`src/hdl/ppd_pkg.sv`:
```
`timescale 1ns / 1ps
// Shared types, event codes and constants for the peer delay calculator.
// No dependencies; every other file refers to this package by scoped names.
package ppd_pkg;

   // Event codes carried in the mode field
   localparam logic [1:0] MODE_REQUEST   = 2'd0;
   localparam logic [1:0] MODE_RESPONSE  = 2'd1;
   localparam logic [1:0] MODE_FOLLOW_UP = 2'd2;

   localparam int TS_WIDTH   = 64;
   localparam int SEQ_WIDTH  = 16;
   // Correction fields are nanoseconds scaled by 2^16
   localparam int CORR_SHIFT = 16;

   // One input transaction
   typedef struct packed {
      logic [1:0]         mode;
      logic               send_ok;
      logic [15:0]        seq_num;
      logic [62:0]        message_timestamp;
      logic [62:0]        receive_timestamp;
      logic signed [63:0] correction_field;
      logic [15:0]        source_port_number;
      logic [63:0]        source_clock_identity;
   } req_type;

   // One result transaction
   typedef struct packed {
      logic signed [63:0] mean_path_delay;
      logic [15:0]        matched_sequence_id;
      logic [63:0]        request_origin_ts;
      logic [63:0]        request_receipt_ts;
      logic [63:0]        response_origin_ts;
      logic [63:0]        response_receipt_ts;
      logic [63:0]        corrected_origin_ts;
      logic [15:0]        responder_port_number;
      logic [63:0]        responder_clock_identity;
      logic [63:0]        requester_clock_identity;
   } rsp_type;

   // Stored exchange state, including two running partial sums
   typedef struct packed {
      logic [SEQ_WIDTH-1:0] request_sequence;
      logic [TS_WIDTH-1:0]  send_time;
      logic [TS_WIDTH-1:0]  request_identity;
      logic [SEQ_WIDTH-1:0] response_sequence;
      logic [TS_WIDTH-1:0]  remote_receipt_time;
      logic [TS_WIDTH-1:0]  local_receive_time;
      logic [TS_WIDTH-1:0]  correction_ns;
      logic [SEQ_WIDTH-1:0] response_port;
      logic [TS_WIDTH-1:0]  response_identity;
      logic [TS_WIDTH-1:0]  remote_minus_send;    // t2 - t1
      logic [TS_WIDTH-1:0]  receive_minus_corr;   // t4 - c1
   } exch_state_type;

   // Per-cycle step control between the stages
   typedef struct packed {
      logic fire;   // the held transaction is processed at this edge
      logic emit;   // and it produces a result
   } step_ctrl_type;

   // Scaled nanoseconds to nanoseconds, arithmetic shift (floor)
   function automatic logic [TS_WIDTH-1:0] corr_to_ns(input logic [TS_WIDTH-1:0] c);
      corr_to_ns = {{CORR_SHIFT{c[TS_WIDTH-1]}}, c[TS_WIDTH-1:CORR_SHIFT]};
   endfunction

endpackage

```
`src/hdl/ptp_peer_delay_calc.sv`:
```
`timescale 1ns / 1ps
// Peer delay calculator top level: IEEE 802.1AS style Pdelay exchange.
// Depends on ppd_pkg, ppd_in_reg, ppd_exch_state, ppd_delay_calc, ppd_out_reg.
//
//   Channel  Ports                          Direction  Payload
//   req      req_valid/req_stall/req_data   in         ppd_pkg::req_type
//   rsp      rsp_valid/rsp_stall/rsp_data   out        ppd_pkg::rsp_type
//   csr      csr_valid/csr_ready/csr_data   in         local_clock_identity
//
// One transaction per cycle sustained while the result side does not stall; a
// follow-up's arithmetic runs while the transaction sits in the input register,
// and the result lands in the result register when that transaction moves on.
// Synchronous active-high reset clears all exchange state and the identity.
// A stalled result holds the input register, which then stalls req.
// csr is always ready.
module ptp_peer_delay_calc (
   input  logic             clock,
   input  logic             reset,
   input  logic             req_valid,
   output logic             req_stall,
   input  ppd_pkg::req_type req_data,
   output logic             rsp_valid,
   input  logic             rsp_stall,
   output ppd_pkg::rsp_type rsp_data,
   input  logic             csr_valid,
   output logic             csr_ready,
   input  logic [63:0]      csr_data
);

   logic [63:0]             local_id_ff;
   logic                    item_valid;
   logic                    out_ready;
   logic                    seq_match;
   ppd_pkg::req_type        item;
   ppd_pkg::exch_state_type exch;
   ppd_pkg::rsp_type        result;
   ppd_pkg::step_ctrl_type  step;

   // Configuration register
   assign csr_ready = 1'b1;

   always_ff @(posedge clock) begin
      if (reset) begin
         local_id_ff <= '0;
      end else if (csr_valid && csr_ready) begin
         local_id_ff <= csr_data;
      end
   end

   // Step control for the held transaction
   assign step.fire = item_valid & out_ready;
   assign step.emit = item_valid & out_ready & seq_match;

   ppd_in_reg u_in_reg (
      .clock      (clock),
      .reset      (reset),
      .req_valid  (req_valid),
      .req_stall  (req_stall),
      .req_data   (req_data),
      .out_ready  (out_ready),
      .item_valid (item_valid),
      .item       (item)
   );

   ppd_exch_state u_exch_state (
      .clock                (clock),
      .reset                (reset),
      .step                 (step),
      .item                 (item),
      .local_clock_identity (local_id_ff),
      .exch                 (exch)
   );

   ppd_delay_calc u_delay_calc (
      .item      (item),
      .exch      (exch),
      .seq_match (seq_match),
      .result    (result)
   );

   ppd_out_reg u_out_reg (
      .clock     (clock),
      .reset     (reset),
      .step      (step),
      .result    (result),
      .out_ready (out_ready),
      .rsp_valid (rsp_valid),
      .rsp_stall (rsp_stall),
      .rsp_data  (rsp_data)
   );

endmodule

```
`src/hdl/ppd_in_reg.sv`:
```
`timescale 1ns / 1ps
// Input register of the peer delay calculator: holds one transaction.
// Depends on ppd_pkg.
module ppd_in_reg (
   input  logic            clock,
   input  logic            reset,
   input  logic            req_valid,
   output logic            req_stall,
   input  ppd_pkg::req_type req_data,
   input  logic            out_ready,
   output logic            item_valid,
   output ppd_pkg::req_type item
);

   logic             item_valid_ff;
   logic             item_valid_in;
   ppd_pkg::req_type item_ff;

   // Hold the input while the held transaction cannot move on
   assign req_stall     = item_valid_ff & ~out_ready;
   assign item_valid_in = req_stall ? item_valid_ff : req_valid;

   always_ff @(posedge clock) begin
      if (reset) begin
         item_valid_ff <= 1'b0;
      end else begin
         item_valid_ff <= item_valid_in;
      end
   end

   // Capture payload on accept
   always_ff @(posedge clock) begin
      if (req_valid && !req_stall) begin
         item_ff <= req_data;
      end
   end

   assign item_valid = item_valid_ff;
   assign item       = item_ff;

endmodule

```
`src/hdl/ppd_exch_state.sv`:
```
`timescale 1ns / 1ps
// Exchange state of the peer delay calculator: sequence counter, request
// and response captures, and running partial sums. Depends on ppd_pkg.
module ppd_exch_state (
   input  logic                    clock,
   input  logic                    reset,
   input  ppd_pkg::step_ctrl_type  step,
   input  ppd_pkg::req_type        item,
   input  logic [63:0]             local_clock_identity,
   output ppd_pkg::exch_state_type exch
);

   ppd_pkg::exch_state_type        exch_ff;
   ppd_pkg::exch_state_type        exch_in;
   logic [ppd_pkg::SEQ_WIDTH-1:0]  next_sequence_ff;
   logic [ppd_pkg::SEQ_WIDTH-1:0]  next_sequence_in;
   logic [ppd_pkg::TS_WIDTH-1:0]   new_send_time;
   logic [ppd_pkg::TS_WIDTH-1:0]   new_receipt;
   logic [ppd_pkg::TS_WIDTH-1:0]   new_receive;
   logic [ppd_pkg::TS_WIDTH-1:0]   new_corr_ns;

   // Timestamps arrive as 63 bits; a failed send records zero
   assign new_send_time = item.send_ok ? {1'b0, item.message_timestamp}
                                       : '0;
   assign new_receipt   = {1'b0, item.message_timestamp};
   assign new_receive   = {1'b0, item.receive_timestamp};
   assign new_corr_ns   = ppd_pkg::corr_to_ns(item.correction_field);

   // Update on request or response; follow-ups leave state alone
   always_comb begin
      exch_in          = exch_ff;
      next_sequence_in = next_sequence_ff;
      if (step.fire) begin
         unique case (item.mode)
            ppd_pkg::MODE_REQUEST: begin
               exch_in.request_sequence  = next_sequence_ff;
               exch_in.request_identity  = local_clock_identity;
               exch_in.send_time         = new_send_time;
               exch_in.remote_minus_send = exch_ff.remote_receipt_time - new_send_time;
               next_sequence_in          = next_sequence_ff + 16'd1;
            end
            ppd_pkg::MODE_RESPONSE: begin
               exch_in.response_sequence   = item.seq_num;
               exch_in.remote_receipt_time = new_receipt;
               exch_in.local_receive_time  = new_receive;
               exch_in.correction_ns       = new_corr_ns;
               exch_in.response_port       = item.source_port_number;
               exch_in.response_identity   = item.source_clock_identity;
               exch_in.remote_minus_send   = new_receipt - exch_ff.send_time;
               exch_in.receive_minus_corr  = new_receive - new_corr_ns;
            end
            default: begin
            end
         endcase
      end
   end

   always_ff @(posedge clock) begin
      if (reset) begin
         exch_ff          <= '0;
         next_sequence_ff <= '0;
      end else begin
         exch_ff          <= exch_in;
         next_sequence_ff <= next_sequence_in;
      end
   end

   assign exch = exch_ff;

endmodule

```
`src/hdl/ppd_delay_calc.sv`:
```
`timescale 1ns / 1ps
// Follow-up arithmetic of the peer delay calculator: sequence match,
// corrected t3 and halved mean path delay. Depends on ppd_pkg.
module ppd_delay_calc (
   input  ppd_pkg::req_type        item,
   input  ppd_pkg::exch_state_type exch,
   output logic                    seq_match,
   output ppd_pkg::rsp_type        result
);

   logic [ppd_pkg::TS_WIDTH-1:0] t3;
   logic [ppd_pkg::TS_WIDTH-1:0] c2_ns;
   logic [ppd_pkg::TS_WIDTH-1:0] t3c;
   logic [ppd_pkg::TS_WIDTH-1:0] delay_sum;
   logic [ppd_pkg::TS_WIDTH-1:0] delay_round;

   // Emit only on a follow-up that matches both stored sequence numbers
   assign seq_match = (item.mode == ppd_pkg::MODE_FOLLOW_UP)
                    && (exch.request_sequence == exch.response_sequence)
                    && (exch.response_sequence == item.seq_num);

   assign t3    = {1'b0, item.message_timestamp};
   assign c2_ns = ppd_pkg::corr_to_ns(item.correction_field);
   assign t3c   = t3 + exch.correction_ns + c2_ns;

   // (t2 - t1) + (t4 - c1) - t3 - c2, all wrapping
   assign delay_sum   = exch.remote_minus_send + exch.receive_minus_corr - t3 - c2_ns;
   // Halve toward zero: bias negative values by one, then shift
   assign delay_round = delay_sum + {{(ppd_pkg::TS_WIDTH-1){1'b0}},
                                     delay_sum[ppd_pkg::TS_WIDTH-1]};

   always_comb begin
      result.mean_path_delay          = {delay_round[ppd_pkg::TS_WIDTH-1],
                                         delay_round[ppd_pkg::TS_WIDTH-1:1]};
      result.matched_sequence_id      = exch.response_sequence;
      result.request_origin_ts        = exch.send_time;
      result.request_receipt_ts       = exch.remote_receipt_time;
      result.response_origin_ts       = t3;
      result.response_receipt_ts      = exch.local_receive_time;
      result.corrected_origin_ts      = t3c;
      result.responder_port_number    = exch.response_port;
      result.responder_clock_identity = exch.response_identity;
      result.requester_clock_identity = exch.request_identity;
   end

endmodule

```
`src/hdl/ppd_out_reg.sv`:
```
`timescale 1ns / 1ps
// Result register of the peer delay calculator: holds one result until taken.
// Depends on ppd_pkg.
module ppd_out_reg (
   input  logic                   clock,
   input  logic                   reset,
   input  ppd_pkg::step_ctrl_type step,
   input  ppd_pkg::rsp_type       result,
   output logic                   out_ready,
   output logic                   rsp_valid,
   input  logic                   rsp_stall,
   output ppd_pkg::rsp_type       rsp_data
);

   logic             rsp_valid_ff;
   logic             rsp_valid_in;
   ppd_pkg::rsp_type rsp_data_ff;

   // Free when empty or when the held result leaves this cycle
   assign out_ready = ~rsp_valid_ff | ~rsp_stall;

   always_comb begin
      if (step.emit) begin
         rsp_valid_in = 1'b1;
      end else if (!rsp_stall) begin
         rsp_valid_in = 1'b0;
      end else begin
         rsp_valid_in = rsp_valid_ff;
      end
   end

   always_ff @(posedge clock) begin
      if (reset) begin
         rsp_valid_ff <= 1'b0;
      end else begin
         rsp_valid_ff <= rsp_valid_in;
      end
   end

   // Load a new result transaction
   always_ff @(posedge clock) begin
      if (step.emit) begin
         rsp_data_ff <= result;
      end
   end

   assign rsp_valid = rsp_valid_ff;
   assign rsp_data  = rsp_data_ff;

endmodule

```
`config.mk`:
```
export PLATFORM = sky130hd
export DESIGN_NAME = ptp_peer_delay_calc
export DESIGN_NICKNAME = d
export VERILOG_FILES = /design/src/hdl/ppd_pkg.sv /design/src/hdl/ptp_peer_delay_calc.sv /design/src/hdl/ppd_in_reg.sv /design/src/hdl/ppd_exch_state.sv /design/src/hdl/ppd_delay_calc.sv /design/src/hdl/ppd_out_reg.sv
export SDC_FILE = /design/constraint.sdc
export NUM_CORES = 2
export LEC_CHECK = 0
export BUFFER_PORTS_ARGS = -buffer_cell sky130_fd_sc_hd__buf_2
export CAP_MARGIN = 20
export CORE_MARGIN = 1
export CORE_UTILIZATION = 45
export CTS_BUF_LIST = sky130_fd_sc_hd__clkbuf_16
export DETAILED_ROUTE_END_ITERATION = 10
export GPL_ROUTABILITY_DRIVEN = 0
export PLACE_DENSITY = 0.65
export SKIP_CTS_REPAIR_TIMING = 1
export SLEW_MARGIN = 0
export SYNTH_ARGS = -nofsm -noshare
export SYNTH_HDL_FRONTEND = slang
export SYNTH_SLANG_ARGS = --single-unit
```
`constraint.sdc`:
```
create_clock -name clock -period 142.3 [get_ports clock]
set_clock_uncertainty 0.2 [all_clocks]
set_input_delay 14.23 -clock clock [delete_from_list [all_inputs] [get_ports clock]]
set_output_delay 14.23 -clock clock [all_outputs]
set_load 0.02 [all_outputs]
```
# Yosys cells after proc, flatten, opt, wreduce, memory -nomap -nowiden

Cells that the tools add are included.

Add/subtract/negate cells: 10
Multipliers: 0
Div/mod/pow operators: 0
Magnitude comparators: 0
Eq/ne operators: 5
Shift operators: 0
Muxes and demuxes: 4
Bitwise operators: 7
Reduce and logical (&&, ||, !) cells: 9

Operator list:

| kind                                                             | count |
|---|---|
| 63-bit by 64-bit subtractor with 64-bit output                   | 3 |
| 64-bit adder                                                     | 2 |
| 64-bit one-hot mux with 2 select lines                           | 1 |
| 63-bit by 64-bit adder with 64-bit output                        | 1 |
| 64-bit by 1-bit adder with 64-bit output                         | 1 |
| 64-bit by 63-bit subtractor with 64-bit output                   | 1 |
| 64-bit subtractor                                                | 1 |
| 63-bit two-way mux                                               | 1 |
| 16-bit == test                                                   | 2 |
| 16-bit by 1-bit adder with 16-bit output (second input constant) | 1 |
| 2-bit AND reduction                                              | 3 |
| 1-bit AND                                                        | 3 |
| 1-bit logical AND                                                | 3 |
| 1-bit inverter                                                   | 3 |
| 2-bit by 1-bit == test with 1-bit output (second input constant) | 1 |
| 2-bit == test (second input constant)                            | 1 |
| 2-bit zero test                                                  | 1 |
| 1-bit two-way mux                                                | 2 |
| 2-bit by 1-bit != test with 1-bit output (second input constant) | 1 |
| 2-bit nonzero test                                               | 1 |
| 1-bit zero test                                                  | 1 |
| 1-bit OR                                                         | 1 |

Register bits after elaboration: 1,453
Latch bits: 0
Bits in writable memories: 0
ROM bits: 0
Bits of input ports: 358
Output and inout port bits: 547
Logic and storage cells: 68
Memories: 0

# Longest topological paths before layout

Depth in word-level cells: 6
Gate-level depth with buffers: 24

# Cells and area by module

Synthesis repeated with hierarchy kept, for this count alone.

Cell total of the unflattened synthesis: 7,719
Area total of the unflattened synthesis: 76,667.3 µm²

By module, submodules not included:

| module              | times used | cells an instance | area an instance (µm²) | seq. area each (µm²) |
|---|---|---|---|---|
| ppd_exch_state      | 1          | 4,279             | 31,263.7               | 11,150.7 |
| ppd_delay_calc      | 1          | 2,389             | 17,986.0               | 0.0 |
| ppd_out_reg         | 1          | 548               | 16,368.2               | 16,355.7 |
| ppd_in_reg          | 1          | 293               | 8,728.4                | 8,698.3 |
| ptp_peer_delay_calc | 1          | 210               | 2,321.0                | 1,281.2 |

# Least setup slack after synthesis

Ideal clock, no wire load.

Path type: input-to-reg
Start: input port rsp_stall
End: register u_out_reg.rsp_data_ff (netlist bit u_out_reg.rsp_data[0]) (enable)
Setup time: 2.760 ns
Arrival time: 65.701 ns
Required time: 139.340 ns
Slack: 73.640 ns
Stages: 5
Buffers on the path: 0
Path through: nand2_1 > nand2_1 > nor4b_1 > o221ai_1 > nor4_1

Longest elaborated chain between the ends: 4

Ends and longest elaborated chain:

| item                    | RTL line                  | RTL |
|---|---|---|
| from (decl)             | ptp_peer_delay_calc.sv:23 | `input logic rsp_stall,` |
| 1-bit inverter          | ppd_out_reg.sv:20         | `assign out_ready = ~rsp_valid_ff \| ~rsp_stall;` |
| 1-bit OR                | ppd_out_reg.sv:20         |  |
| 1-bit AND (2 in series) | ptp_peer_delay_calc.sv:52 | `assign step.emit = item_valid & out_ready & seq_match;` |
| to (signal assigned)    | ppd_out_reg.sv:43         | `rsp_data_ff <= result;` |
| to (decl)               | ppd_out_reg.sv:17         | `ppd_pkg::rsp_type rsp_data_ff;` |

No other way between the ends.
A chain may end at the register's enable or synchronous reset.

# Worst setup path in the final report

Start: input port rsp_stall
End: output port req_stall

Longest elaborated chain between the ends: 4

Ends and longest elaborated chain:

| item           | RTL line                  | RTL |
|---|---|---|
| 1-bit inverter | ppd_out_reg.sv:20         |  |
| 1-bit OR       | ppd_out_reg.sv:20         |  |
| 1-bit inverter | ppd_in_reg.sv:20          | `assign req_stall = item_valid_ff & ~out_ready;` |
| 1-bit AND      | ppd_in_reg.sv:20          |  |
| to (decl)      | ptp_peer_delay_calc.sv:20 | `output logic req_stall,` |

No other way between the ends.

==> metrics.md <==
| Metric | Value |
|---|---|
| Outcome | finished, final reports clean |
| Worst-path fanout max | 3 |
| Detailed-route vias per instance | around 5.7 |
| Count of flip-flops with a built-in enable after synthesis | around 810 |
| Ys Warns | 0 |
| Peak clock frequency supported by timing | roughly 34 MHz |
| Worst endpoint required time | about 130,000 ps |
| Capturing element of the worst setup path | req_stall |
| Final Util | between 50% and 60% |
| Share of Yosys cell area claimed by the top area cell type | between 30% and 40% |
| Synth Area per Inst | roughly 10 sq um |
| Maximum Capacitance Violations | 0 |
| Number of sinks on the clock net | roughly 1,400 |
| Antenna violations before repair | 56 |
| Most numerous cell in the Yosys netlist | sky130_fd_sc_hd__nand2_1 |
| Latest clock arrival within the worst-skew pair | roughly 840 ps |
| CTS H-tree lvls | 4 |
| Capture instance of the worst register-to-register path | u_out_reg.rsp_data[517] |
| Starting utilization of the core area | 45.6% |
| Post-layout net count | a little under 9,000 |
| # DRC | 0 |
| Dpl hpwl | about 170 mm |
| Register-to-register setup slack | 134,490 ps |
| Synth Flop Type | sky130_fd_sc_hd__edfxtp_1 |
| Final setup margin | approximately 110,000 ps |
| Startpoint of the worst register-to-register path | u_in_reg.item[218] |
| Placement row count | between 100 and 150 |
| Share of cells above drive strength 1 | between 10% and 20% |
| Cell area after technology mapping | roughly 70,000 sq um |
| Wire length of the first global-routing pass | approximately 340 mm |
| Number of placed I/O pins | around 910 |
| Library cell with the largest summed area after synthesis | sky130_fd_sc_hd__edfxtp_1 |
| Actual transition at the worst max-transition pin | around 1100 ps |
| Reg clk slew, reported paths | about 60 ps |
| Top cells by area in the synthesized netlist | sky130_fd_sc_hd__edfxtp_1 (34%), sky130_fd_sc_hd__dfxtp_1 (17%), sky130_fd_sc_hd__nand2_1 (6.2%) |
| FFs w/ async S/R, synth | 0% |
| Maximum buffer depth of the clock tree | 3 |
| Root buffer cell | sky130_fd_sc_hd__clkbuf_16 |
| Overflow left after global routing | 0 |
| Fillers | approximately 14,000 |
| Share of power burned in the clock network | between 30% and 40% |
| RSZ-0062 raised after global routing | false |
| Critical Path End Type | primary output |
| DIE WIDTH | roughly 400 microns |
| Area of the die | around 160,000 sq um |
| Total power per unit cell area | 13.9 nW/um^2 |
| CTS tree | yes |
| Min cycle time layout | 29,220 ps |
| Kind of start point of the critical path | input pin |
| Hold Violations, Final | 0 |
| Data arrival, critical path | about 15,000 ps |
| Hold path startpoint | u_exch_state.exch[273] |
| Count of distinct cell types in the synthesized netlist | about 100 |
| Total setup violations reported at the end of the flow | 0 |
| Final period utilization | between 20% and 30% |
| Total core area | approximately 160,000 sq um |
| Total via count after detailed routing | between 50,000 and 60,000 |
| Slew headroom | approximately a quarter |
| Synthesized instance count | approximately 7,000 |
| Final-report max-slew violation count | 0 |
| Overall power | around 1.2 mW |
| Number of port buffers | ~880 |
| Fraction of power consumed by combinational cells | 25.2% |
| Wire per inst | 23.0 microns |
| Die Y | roughly 400 microns |
| Sw Pwr | between 300 and 400 uW |
| Commonest cells in the netlist | sky130_fd_sc_hd__nand2_1 (1,189), sky130_fd_sc_hd__a21oi_1 (823), sky130_fd_sc_hd__edfxtp_1 (812) |
| Maximum number of pins on one net before global-route repair | 125 |
| Pre-CTS setup slack | around 110,000 ps |
| Number of global-route vias before repair | around 54,000 |
| Detailed-router iteration count before antenna repair | 9 |
| Total length of routed wires | around 230 mm |
| Number of synthesized register bits | 1,435 |
| Number of CTS-inserted buffers | roughly 160 |
| Worst hold path class | reg -> reg |
| CP Class | in -> out |
| All-layer global routing usage | 27.9% |
| Sequential-to-total area share from yosys stat | around 50% |
| Highest ir drop seen on vdd | ~0.013 mV |
| Crit path from | rsp_stall |
| Proportion of total power due to net switching | around 33% |
| P_leak | about 34 nW |
| Internal Pwr Total | around 770 uW |
| Remaining antenna violation count after routing | 0 |
| Iteration-0 DRC Markers | between 5,000 and 6,000 |
| Part of the power in registers | between 40% and 50% |
| Area growth from synthesis to layout | 15.9% |
| Depth of the worst register-to-register path | 21 |
| Total Negative Setup Slacks | 0 ps |
-- cells in the final DEF (no fill, tap or decap), types with 43 or more instances in the layout --
master,instances
sky130_fd_sc_hd__a31oi_1,43
sky130_fd_sc_hd__a21oi_1,823
sky130_fd_sc_hd__xor2_1,124
sky130_fd_sc_hd__nand4_1,96
sky130_fd_sc_hd__edfxtp_1,812
sky130_fd_sc_hd__o21ai_0,206
sky130_fd_sc_hd__and3_1,65
sky130_fd_sc_hd__fa_1,194
sky130_fd_sc_hd__buf_2,881
sky130_fd_sc_hd__nor2_1,364
sky130_fd_sc_hd__ha_1,318
sky130_fd_sc_hd__xnor2_1,208
sky130_fd_sc_hd__a211oi_1,92
sky130_fd_sc_hd__a21o_1,204
sky130_fd_sc_hd__nor3_1,101
sky130_fd_sc_hd__clkbuf_16,155
sky130_fd_sc_hd__nand3_1,148
sky130_fd_sc_hd__inv_1,493
sky130_fd_sc_hd__mux2i_1,68
sky130_fd_sc_hd__buf_4,60
sky130_fd_sc_hd__nand2_1,1187
sky130_fd_sc_hd__o21bai_1,49
sky130_fd_sc_hd__dfxtp_1,623
-- layer usage --
metal | global-route usage [%] | part of all wire, %
met1 | 37.9 | 42
met2 | 42.7 | 44
met3 | 7.46 | 10
met4 | 10.4 | 3.9
met5 | 0 | 0.11
-- cell type report --
| cell class | instances | area (sq um) | share of cell area (%) |
|---|---|---|---|
| Inverter | 451 | 1690 | 2.04 |
| Tap cell | 2058 | 2570 | 3.10 |
| Timing Repair Buffer | 947 | 4950 | 5.96 |
| Sequential cell | 1435 | 36900 | 44.4 |
| Clock inverter | 135 | 1150 | 1.39 |
| Clock buffer | 155 | 3880 | 4.67 |
| Multi-Input combinational cell | 4832 | 31800 | 38.3 |
| Antenna cell | 26 | 65.1 | 0.0784 |
-- flip-flops by register name, indices dropped and copies added, names as in the netlist --
register / cells
local_id_ff: 64
u_exch_state.exch: 541
u_exch_state.next_sequence_ff: 16
u_in_reg.item: 273
u_in_reg.item_valid: 1
u_out_reg.rsp_data: 539
u_out_reg.rsp_valid: 1
-- worst max-delay path: stages --
cell,delay (ps)
sky130_fd_sc_hd__buf_2,100
sky130_fd_sc_hd__and3_1,250
sky130_fd_sc_hd__buf_2,210
-- power by group through the flow --
stage / registers [mW] / logic (mW) / clock network, mW
after floorplan: 0.475 / 0.197 / 0
after global placement: 0.480 / 0.276 / 0
after detailed placement: 0.480 / 0.281 / 0
after CTS: 0.471 / 0.283 / 0.398
after global routing: 0.472 / 0.314 / 0.415
final: 0.471 / 0.290 / 0.392
-- worst min path at each step --
stage / to / slack, ps / cells past startpoint
floorplan: u_out_reg.rsp_data[0] / 210 / 0
global placement: u_out_reg.rsp_data[51] / 210 / 0
detailed placement: u_out_reg.rsp_data[124] / 210 / 0
CTS: u_out_reg.rsp_data[114] / 220 / 0
global route: u_out_reg.rsp_data[103] / 230 / 0
finish: u_out_reg.rsp_data[209] / 220 / 0
-- logic make-up after synthesis --
family	Yosys count	synth area share (%)
compound gates	1709	14.6
xor+xnor	332	4.06
fa+ha+maj	512	11.0
buf+inv	779	4.17
flops	1435	51.5
mux	69	0.967
other cells	2	0.0105
simple gates	2205	13.7
-- metrics by stage --
stage          hold WS, ps  cells  area (sq um)
2_1_floorplan          208   7046         71600
5_1_grt                230  10000         83000
3_5_place_dp           212   9720         77900
4_1_cts                218  10000         82900
3_3_place_gp           211   9720         77900
6_report               222  10000         83000
Power figures use the tool's default switching activity.
